**config.mk**
```make
export PLATFORM = sky130hd
export DESIGN_NAME = rgb_led_fade_pwm_flat
export DESIGN_NICKNAME = d
export VERILOG_FILES = /design/src/design/rlf_pkg.sv /design/src/design/rlf_if.sv /design/src/design/rlf_lane.sv /design/src/design/rgb_led_fade_pwm.sv /design/src/flat_wrapper.sv
export VERILOG_INCLUDE_DIRS = /design/src /design/src/design
export SDC_FILE = /design/constraint.sdc
export NUM_CORES = 2
export LEC_CHECK = 0
export BUFFER_PORTS_ARGS = -buffer_cell sky130_fd_sc_hd__buf_4
export CORE_MARGIN = 2
export CORE_UTILIZATION = 33
export DETAILED_ROUTE_END_ITERATION = 8
export GPL_ROUTABILITY_DRIVEN = 0
export PLACE_DENSITY = 0.6
export SLEW_MARGIN = 10
export SYNTH_ARGS = -nofsm -noshare
export SYNTH_HDL_FRONTEND = slang
export SYNTH_HIERARCHICAL = 1
export SYNTH_SLANG_ARGS = --single-unit
```
**constraint.sdc**
```tcl
create_clock -name clk -period 9.7 [get_ports clk]
set_input_delay 1.94 -clock clk [delete_from_list [all_inputs] [get_ports clk]]
set_output_delay 1.94 -clock clk [all_outputs]
set_load 0.05 [all_outputs]
```
**src/design/rgb_led_fade_pwm_macros.svh**
```systemverilog
// Assertion macros shared by the fade PWM design files.
`ifndef RGB_LED_FADE_PWM_MACROS_SVH
`define RGB_LED_FADE_PWM_MACROS_SVH

// Same-cycle implication, checked outside of reset.
`define RLF_ASSERT_IMPL(lbl, ante, cons) \
  lbl: assert property (@(posedge clk) disable iff (!rst_n) (ante) |-> (cons)) \
    else $error("rgb_led_fade_pwm assertion failed");

// Next-cycle implication, checked outside of reset.
`define RLF_ASSERT_NEXT(lbl, ante, cons) \
  lbl: assert property (@(posedge clk) disable iff (!rst_n) (ante) |=> (cons)) \
    else $error("rgb_led_fade_pwm assertion failed");

`endif

```
**src/design/rlf_pkg.sv**
```systemverilog
// Package with types, constants and the brightness curve builder.
package rlf_pkg;

  localparam int COLOR_W   = 8;
  localparam int DUR_W     = 22;
  localparam int ELAPSED_W = 23;
  localparam int PWM_W     = 10;
  localparam int QUO_W     = 8;
  localparam int PROD_W    = COLOR_W + DUR_W;
  localparam int DIV_W     = DUR_W + QUO_W - 1;
  localparam int CNT_W     = $clog2(QUO_W);
  localparam int LANES     = 3;

  localparam int CURVE_DEPTH = 256;
  localparam int FRAC_BITS   = 45;
  localparam int CURVE_TOP   = 1876;
  localparam int GROWTH_NUM  = 103;
  localparam int GROWTH_DEN  = 100;

  localparam int unsigned PWM_FULL_SCALE_DEF = 1000;

  typedef enum logic [1:0] {
    CMD_TICK      = 2'd0,
    CMD_SET       = 2'd1,
    CMD_FADE_CUR  = 2'd2,
    CMD_FADE_FROM = 2'd3
  } cmd_t;

  typedef struct packed {
    cmd_t               cmd;
    logic [COLOR_W-1:0] red;
    logic [COLOR_W-1:0] green;
    logic [COLOR_W-1:0] blue;
    logic [COLOR_W-1:0] from_red;
    logic [COLOR_W-1:0] from_green;
    logic [COLOR_W-1:0] from_blue;
    logic [DUR_W-1:0]   duration_ms;
  } in_item_t;

  typedef struct packed {
    logic [PWM_W-1:0]   pwm_red;
    logic [PWM_W-1:0]   pwm_green;
    logic [PWM_W-1:0]   pwm_blue;
    logic [COLOR_W-1:0] color_red;
    logic [COLOR_W-1:0] color_green;
    logic [COLOR_W-1:0] color_blue;
    logic               fade_active;
  } out_item_t;

  typedef struct packed {
    logic             start;
    logic [DUR_W-1:0] elapsed;
    logic [DUR_W-1:0] length;
  } lane_ctl_t;

  typedef struct packed {
    logic               busy;
    logic               done;
    logic [COLOR_W-1:0] color;
  } lane_stat_t;

  typedef logic [CURVE_DEPTH-1:0][PWM_W-1:0] curve_t;

  // Builds the exponential brightness table at elaboration time.
  function automatic curve_t build_curve(int unsigned full_scale);
    curve_t      tbl;
    logic [63:0] v;
    logic [63:0] ip;
    logic [63:0] base;
    logic [63:0] prod;
    v = 64'd1 << FRAC_BITS;
    for (int i = 0; i < CURVE_DEPTH; i++) begin
      ip = v >> FRAC_BITS;
      base = (ip > 64'd0) ? ip - 64'd1 : 64'd0;
      if (base > 64'(CURVE_TOP)) begin
        base = 64'(CURVE_TOP);
      end
      prod = (base * 64'(full_scale)) / 64'(CURVE_TOP);
      tbl[i] = prod[PWM_W-1:0];
      v = (v * 64'(GROWTH_NUM)) / 64'(GROWTH_DEN);
    end
    return tbl;
  endfunction

endpackage

```
**src/design/rlf_if.sv**
```systemverilog
// Valid/ready channel interfaces for requests and results.
interface rlf_in_if;
  import rlf_pkg::*;
  logic     valid;
  logic     ready;
  in_item_t data;
  modport source (output valid, output data, input ready);
  modport sink (input valid, input data, output ready);
endinterface

interface rlf_out_if;
  import rlf_pkg::*;
  logic      valid;
  logic      ready;
  out_item_t data;
  modport source (output valid, output data, input ready);
  modport sink (input valid, input data, output ready);
endinterface

```
**src/design/rlf_lane.sv**
```systemverilog
// One color channel lane: scales the fade step and divides by the fade length.
`include "rgb_led_fade_pwm_macros.svh"
module rlf_lane (
  input  logic                       clk,
  input  logic                       rst_n,
  input  rlf_pkg::lane_ctl_t         ctl,
  input  logic [rlf_pkg::COLOR_W-1:0] start_color,
  input  logic [rlf_pkg::COLOR_W-1:0] end_color,
  output rlf_pkg::lane_stat_t        stat
);
  import rlf_pkg::*;

  logic               busy_r, busy_nxt;
  logic               done_r, done_nxt;
  logic [CNT_W-1:0]   cnt_r, cnt_nxt;
  logic [PROD_W-1:0]  rem_r, rem_nxt;
  logic [DIV_W-1:0]   div_r, div_nxt;
  logic [QUO_W-1:0]   quo_r, quo_nxt;
  logic               neg_r, neg_nxt;
  logic [COLOR_W-1:0] base_r, base_nxt;

  logic signed [COLOR_W:0] diff;
  logic [COLOR_W-1:0]      mag;
  logic                    fits;
  logic [COLOR_W+1:0]      sum;

  assign diff = $signed({1'b0, end_color}) - $signed({1'b0, start_color});
  assign mag  = diff[COLOR_W] ? COLOR_W'(-diff) : diff[COLOR_W-1:0];
  assign fits = rem_r >= {1'b0, div_r};

  always_comb begin
    busy_nxt = busy_r;
    done_nxt = 1'b0;
    cnt_nxt  = cnt_r;
    rem_nxt  = rem_r;
    div_nxt  = div_r;
    quo_nxt  = quo_r;
    neg_nxt  = neg_r;
    base_nxt = base_r;
    if (ctl.start) begin
      busy_nxt = 1'b1;
      cnt_nxt  = CNT_W'(QUO_W - 1);
      rem_nxt  = PROD_W'(mag) * PROD_W'(ctl.elapsed);
      div_nxt  = {ctl.length, {(QUO_W-1){1'b0}}};
      quo_nxt  = '0;
      neg_nxt  = diff[COLOR_W];
      base_nxt = start_color;
    end else if (busy_r) begin
      if (fits) begin
        rem_nxt = rem_r - {1'b0, div_r};
      end
      quo_nxt = {quo_r[QUO_W-2:0], fits};
      div_nxt = div_r >> 1;
      cnt_nxt = cnt_r - CNT_W'(1);
      if (cnt_r == '0) begin
        busy_nxt = 1'b0;
        done_nxt = 1'b1;
      end
    end
  end

  always_ff @(posedge clk) begin
    if (!rst_n) begin
      busy_r <= 1'b0;
      done_r <= 1'b0;
      cnt_r  <= '0;
    end else begin
      busy_r <= busy_nxt;
      done_r <= done_nxt;
      cnt_r  <= cnt_nxt;
    end
    rem_r  <= rem_nxt;
    div_r  <= div_nxt;
    quo_r  <= quo_nxt;
    neg_r  <= neg_nxt;
    base_r <= base_nxt;
  end

  always_comb begin
    sum = neg_r ? ({2'b00, base_r} - {2'b00, quo_r}) : ({2'b00, base_r} + {2'b00, quo_r});
    stat.busy = busy_r;
    stat.done = done_r;
    if (sum[COLOR_W+1]) begin
      stat.color = '0;
    end else if (sum[COLOR_W]) begin
      stat.color = '1;
    end else begin
      stat.color = sum[COLOR_W-1:0];
    end
  end

  `RLF_ASSERT_IMPL(a_done_not_busy, done_r, !busy_r)
  `RLF_ASSERT_NEXT(a_start_busy, ctl.start, busy_r)
  `RLF_ASSERT_NEXT(a_last_step_done, busy_r && !ctl.start && cnt_r == '0, done_r)

endmodule

```
**src/design/rgb_led_fade_pwm.sv**
```systemverilog
// A set command or a fade-ending tick goes from S_IDLE to S_EMIT, which loads the result.
// An interpolating tick passes through S_CALC before S_EMIT: the lanes run an
// 8-step restoring divide, one quotient bit per cycle, after the registered multiply.
// One request is worked at a time: fade commands and idle ticks are done in S_IDLE;
// other requests hold off input until S_EMIT loads the result, which waits on a pending one.
// Reset is synchronous: color zero, no fade running, no result pending.
`include "rgb_led_fade_pwm_macros.svh"
module rgb_led_fade_pwm #(
  parameter int unsigned PWM_FULL_SCALE = rlf_pkg::PWM_FULL_SCALE_DEF
) (
  input  logic      clk,
  input  logic      rst_n,
  rlf_in_if.sink    in_ch,
  rlf_out_if.source out_ch
);
  import rlf_pkg::*;

  localparam curve_t CURVE = build_curve(PWM_FULL_SCALE);

  typedef enum logic [2:0] {
    S_IDLE = 3'b001,
    S_CALC = 3'b010,
    S_EMIT = 3'b100
  } state_t;

  typedef logic [LANES-1:0][COLOR_W-1:0] rgb_t;

  state_t               state_r, state_nxt;
  logic                 fade_on_r, fade_on_nxt;
  rgb_t                 start_r, start_nxt;
  rgb_t                 end_r, end_nxt;
  rgb_t                 cur_r, cur_nxt;
  logic [DUR_W-1:0]     length_r, length_nxt;
  logic [ELAPSED_W-1:0] elapsed_r, elapsed_nxt;
  logic                 out_valid_r, out_valid_nxt;
  out_item_t            out_data_r, out_data_nxt;

  logic [ELAPSED_W-1:0] elapsed_inc;
  rgb_t                 in_col;
  rgb_t                 in_frm;
  lane_ctl_t            lane_ctl;
  lane_stat_t [LANES-1:0] lane_stat;
  logic [LANES-1:0]     lane_done;
  rgb_t                 lane_col;

  assign in_ch.ready  = state_r == S_IDLE;
  assign out_ch.valid = out_valid_r;
  assign out_ch.data  = out_data_r;

  assign elapsed_inc = elapsed_r + ELAPSED_W'(1);
  assign in_col = {in_ch.data.blue, in_ch.data.green, in_ch.data.red};
  assign in_frm = {in_ch.data.from_blue, in_ch.data.from_green, in_ch.data.from_red};

  for (genvar g = 0; g < LANES; g++) begin : g_lane
    rlf_lane u_lane (
      .clk         (clk),
      .rst_n       (rst_n),
      .ctl         (lane_ctl),
      .start_color (start_r[g]),
      .end_color   (end_r[g]),
      .stat        (lane_stat[g])
    );
    assign lane_done[g] = lane_stat[g].done;
    assign lane_col[g]  = lane_stat[g].color;
  end

  always_comb begin
    state_nxt     = state_r;
    fade_on_nxt   = fade_on_r;
    start_nxt     = start_r;
    end_nxt       = end_r;
    cur_nxt       = cur_r;
    length_nxt    = length_r;
    elapsed_nxt   = elapsed_r;
    out_valid_nxt = out_valid_r && !out_ch.ready;
    out_data_nxt  = out_data_r;
    lane_ctl.start   = 1'b0;
    lane_ctl.elapsed = elapsed_inc[DUR_W-1:0];
    lane_ctl.length  = length_r;
    case (state_r)
      S_IDLE: begin
        if (in_ch.valid) begin
          case (in_ch.data.cmd)
            CMD_SET: begin
              cur_nxt     = in_col;
              fade_on_nxt = 1'b0;
              state_nxt   = S_EMIT;
            end
            CMD_FADE_CUR, CMD_FADE_FROM: begin
              start_nxt   = (in_ch.data.cmd == CMD_FADE_CUR) ? cur_r : in_frm;
              end_nxt     = in_col;
              length_nxt  = in_ch.data.duration_ms;
              elapsed_nxt = '0;
              fade_on_nxt = 1'b1;
            end
            CMD_TICK: begin
              if (fade_on_r) begin
                elapsed_nxt = elapsed_inc;
                if (elapsed_inc <= {1'b0, length_r} && length_r != '0) begin
                  lane_ctl.start = 1'b1;
                  state_nxt      = S_CALC;
                end else begin
                  fade_on_nxt = 1'b0;
                  cur_nxt     = end_r;
                  state_nxt   = S_EMIT;
                end
              end
            end
            default: ;
          endcase
        end
      end
      S_CALC: begin
        if (lane_done[0]) begin
          cur_nxt   = lane_col;
          state_nxt = S_EMIT;
        end
      end
      S_EMIT: begin
        if (!out_valid_r || out_ch.ready) begin
          out_valid_nxt            = 1'b1;
          out_data_nxt.pwm_red     = CURVE[cur_r[0]];
          out_data_nxt.pwm_green   = CURVE[cur_r[1]];
          out_data_nxt.pwm_blue    = CURVE[cur_r[2]];
          out_data_nxt.color_red   = cur_r[0];
          out_data_nxt.color_green = cur_r[1];
          out_data_nxt.color_blue  = cur_r[2];
          out_data_nxt.fade_active = fade_on_r;
          state_nxt                = S_IDLE;
        end
      end
      default: state_nxt = S_IDLE;
    endcase
  end

  always_ff @(posedge clk) begin
    if (!rst_n) begin
      state_r     <= S_IDLE;
      fade_on_r   <= 1'b0;
      start_r     <= '0;
      end_r       <= '0;
      cur_r       <= '0;
      length_r    <= '0;
      elapsed_r   <= '0;
      out_valid_r <= 1'b0;
    end else begin
      state_r     <= state_nxt;
      fade_on_r   <= fade_on_nxt;
      start_r     <= start_nxt;
      end_r       <= end_nxt;
      cur_r       <= cur_nxt;
      length_r    <= length_nxt;
      elapsed_r   <= elapsed_nxt;
      out_valid_r <= out_valid_nxt;
    end
    out_data_r <= out_data_nxt;
  end

  `RLF_ASSERT_IMPL(a_lanes_in_step, lane_done != '0, lane_done == '1 && state_r == S_CALC)
  `RLF_ASSERT_IMPL(a_calc_fade_on, state_r == S_CALC, fade_on_r && lane_stat[0].busy || lane_done[0])
  `RLF_ASSERT_NEXT(a_emit_loads, state_r == S_EMIT && !out_valid_r, out_valid_r && state_r == S_IDLE)

endmodule
```
**src/flat_wrapper.sv**
```systemverilog
// flat-port wrapper written by rule: the top's interface ports become plain ports
module rgb_led_fade_pwm_flat import rlf_pkg::*;
#(
  parameter int unsigned PWM_FULL_SCALE = rlf_pkg::PWM_FULL_SCALE_DEF
)
  (clk, rst_n, in_ch_valid, in_ch_data, in_ch_ready, out_ch_valid, out_ch_data, out_ch_ready);
  rlf_in_if in_ch_i ();
  rlf_out_if out_ch_i ();
  input  logic clk;
  input  logic rst_n;
  input wire logic [$bits(in_ch_i.valid)-1:0] in_ch_valid;
  input wire logic [$bits(in_ch_i.data)-1:0] in_ch_data;
  output wire logic [$bits(in_ch_i.ready)-1:0] in_ch_ready;
  output wire logic [$bits(out_ch_i.valid)-1:0] out_ch_valid;
  output wire logic [$bits(out_ch_i.data)-1:0] out_ch_data;
  input wire logic [$bits(out_ch_i.ready)-1:0] out_ch_ready;
  assign in_ch_i.valid = in_ch_valid;
  assign in_ch_i.data = in_ch_data;
  assign in_ch_ready = in_ch_i.ready;
  assign out_ch_valid = out_ch_i.valid;
  assign out_ch_data = out_ch_i.data;
  assign out_ch_i.ready = out_ch_ready;
  rgb_led_fade_pwm #(.PWM_FULL_SCALE(PWM_FULL_SCALE)) u_core (.clk(clk), .rst_n(rst_n), .in_ch(in_ch_i), .out_ch(out_ch_i));
endmodule
```
==> summary.md <==
| Metric | Value |
|---|---|
| Drt first-iter violations | 3,372 |
| Share of cells above drive strength 1 | 7.56% |
| Die Area | 148,000 sq um |
| TNS Setup | 0 ns |
| DP Cell Count | 7,372 |
| Crit path time final | 8.00 ns |
| Vias/cell | 5.39 |
| GRT overflow | 0 |
| Peak VDD IR | 193 uV |
| Least-Margin Pin Slew | 1.21 ns |
| Avg Inst Size Synth | 8.61 sq um |
| Ys Warns | 6 |
| Final Skew | 0.0433 ns |
| P_leak | 22.1 nW |
| Fin crit share | 82.4% |
| Largest net degree at the start of global routing | 144 |
| Maxcap violations | 0 |
| Initial core utilization | 33.2% |
| Data required, critical path | 10.08 ns |
| Hold Vio Cnt, Final | 0 |
| Initial antenna violation count | 6 |
| CP Class | flip-flop to flip-flop |
| Outcome | completed |
| Critical path destination | u_core/g_lane[0].u_lane/rem_r[27] |
| P&R area growth vs syn | 10.2% |
| First-pass GRT wire length | 224,000 microns |
| Critical Path End Type | flip-flop |
| P per Cell Area | 127 nW/um^2 |
| Number of CTS-inserted buffers | 53 |
| Die extent in y | 384 microns |
| F_max | 125 MHz |
| CP Launch Type | flip-flop |
| Clock Latency Late Sink | 0.66 ns |
| Clock buffer depth | 3 |
| CP Depth | 29 |
| Syn Inst Count | 5,546 |
| Placed instance area | 50,900 sq um |
| WHS Path Cells | 2 |
| H-tree Lvls | 2 |
| Worst rel slew slack | 19.0% |
| DRC | 0 |
| Design Power | 0.00669 W |
| Mapped Area | 47,700 sq um |
| Hold Crit Start | u_core/cur_r[20] |
| Post-DP HPWL | 105,000 microns |
| R2R depth | 29 |
| Largest delay share family, worst path | adder cells |
| Design area | 52,600 sq um |
| Worst r2r src | u_core/end_r[0] |
| # rows | 139 |
| Final Setup Violations | 0 |
| Critical path launch point | u_core/end_r[0] |
| Drt first pass iters | 7 |
| Max FO, Critical Path | 9 |
| Hold crit path type | flip-flop to flip-flop |
| Mapped Nets | 6,371 |
| Avg WL per Cell | 19.1 microns |
| Clk pin slew, worst setup/hold paths | 0.06 ns |
| Root Buffer Master | clkbuf_16 |
| Port buffer count | 132 |
| CTS tree | built |
| Crit path largest cell delay | 0.85 ns |
| Setup bufs post-CTS | 0 |
| Most frequent CP cell | fa_1 |
| Chip width | 384 microns |
| Post_cts resized | 0 |
| Pins over their slew limit | 0 |
| Ports | 133 |
| Core ar. | 144,000 sq um |
| Reg2Reg Setup Slack | 1.70 ns |
| CP max stage cell | xnor2_1 |
| Final cell count without fillers | 7,475 |
| CTS sink cnt | 418 |
| Filler cells | 14,800 |
| Core Util, Final | 36.6% |
| Final wirelength | 143,000 microns |
| CP arrival | 8.38 ns |
| Total vias in the final route | 40,300 |
| Reg-to-Reg End | u_core/g_lane[0].u_lane/rem_r[27] |
| RSZ-0062 raised after global routing | no |
| Remaining antenna violation count after routing | 0 |
| Vias in the first global route | 39,500 |
| GRT Total Usage | 19.0% |
| Post-CTS Hold Fix Bufs | 0 |
| NumNets Final | 6,349 |
| Crit path buffers/inverters | 4 |
## tightest hold or removal path, stage by stage (launching register included)
cell and delay (ns):
dfxtp_1 0.31, nand2_1 0.06, mux2i_1 0.05
## registers in the layout, indices dropped and copies added, names as in the netlist, 3 cells and up
register                     cells
u_core/out_ch.data              55
u_core/g_lane.u_lane/quo_r      24
u_core/g_lane.u_lane/busy_r      3
u_core/g_lane.u_lane/rem_r      90
u_core/length_r                 22
u_core/end_r                    24
u_core/g_lane.u_lane/neg_r       3
u_core/elapsed_r                23
u_core/g_lane.u_lane/div_r      87
u_core/g_lane.u_lane/base_r     24
u_core/start_r                  24
u_core/cur_r                    24
u_core/g_lane.u_lane/cnt_r       9
u_core/state_r                   3
## worst min-delay path by stage
stage / to / slack, ns
final: u_core/cur_r[20] / 0.47
after global routing: u_core/g_lane[0].u_lane/base_r[4] / 0.48
after detailed placement: u_core/g_lane[1].u_lane/base_r[1] / 0.45
after global placement: u_core/g_lane[0].u_lane/base_r[1] / 0.44
after floorplan: u_core/out_ch.data[12] / 0.41
after CTS: u_core/g_lane[0].u_lane/base_r[4] / 0.47
## power breakdown
part / leakage [nW] / total [W] / internal (W) / switching [W]
clock network: 0.853 / 0.00201 / 0.00115 / 0.000852
logic: 17.7 / 0.00250 / 0.000940 / 0.00156
registers: 3.58 / 0.00218 / 0.00203 / 0.000152
total: 22.1 / 0.00669 / 0.00413 / 0.00257
## routing by layer
layer / wire [microns] / global-route usage (%) / up-vias
met5: 0 / 0 / -
met2: 67600 / 31.6 / 1261
li1: - / - / 18900
met4: 4260 / 5.51 / 0
met3: 8620 / 2.58 / 226
met1: 62600 / 25.5 / 19900
## cell usage in the layout, fill, tap and decap left out, types with 43 or more instances in the layout
| cell type | instances |
|---|---|
| o21bai_1 | 45 |
| xor2_1 | 76 |
| nand3_1 | 98 |
| a21oi_1 | 351 |
| a21boi_0 | 59 |
| mux2i_1 | 122 |
| and2_1 | 212 |
| a22o_1 | 68 |
| edfxtp_1 | 238 |
| buf_4 | 214 |
| nand2_1 | 564 |
| nand2b_1 | 125 |
| nor3_1 | 55 |
| a31oi_1 | 47 |
| ha_1 | 377 |
| o21ai_0 | 223 |
| xnor2_1 | 108 |
| a211oi_1 | 44 |
| fa_1 | 372 |
| dfxtp_1 | 173 |
| clkbuf_16 | 55 |
| o211ai_1 | 83 |
| inv_1 | 670 |
| a21o_1 | 96 |
| nor2b_1 | 235 |
| o21a_1 | 43 |
| nor2_1 | 241 |
## metrics by stage
step / hold slack (ns) / setup WS [ns]
after floorplan: 0.406 / 2.55
after global placement: 0.439 / 1.87
after detailed placement: 0.454 / 1.74
after CTS: 0.471 / 1.74
after global routing: 0.482 / 1.37
final: 0.471 / 1.70
## final cells by class
class	instances	area, sq um	area share (%)
Clock inverter	30	249	0.473
Sequential cell	418	10800	20.4
Timing Repair Buffer	215	1630	3.09
Inverter	679	2550	4.84
Multi-Input combinational cell	4157	33600	63.8
Antenna cell	3	7.51	0.0143
Clock buffer	70	1480	2.82
Tap cell	1903	2380	4.52
Power figures use the tool's default switching activity.
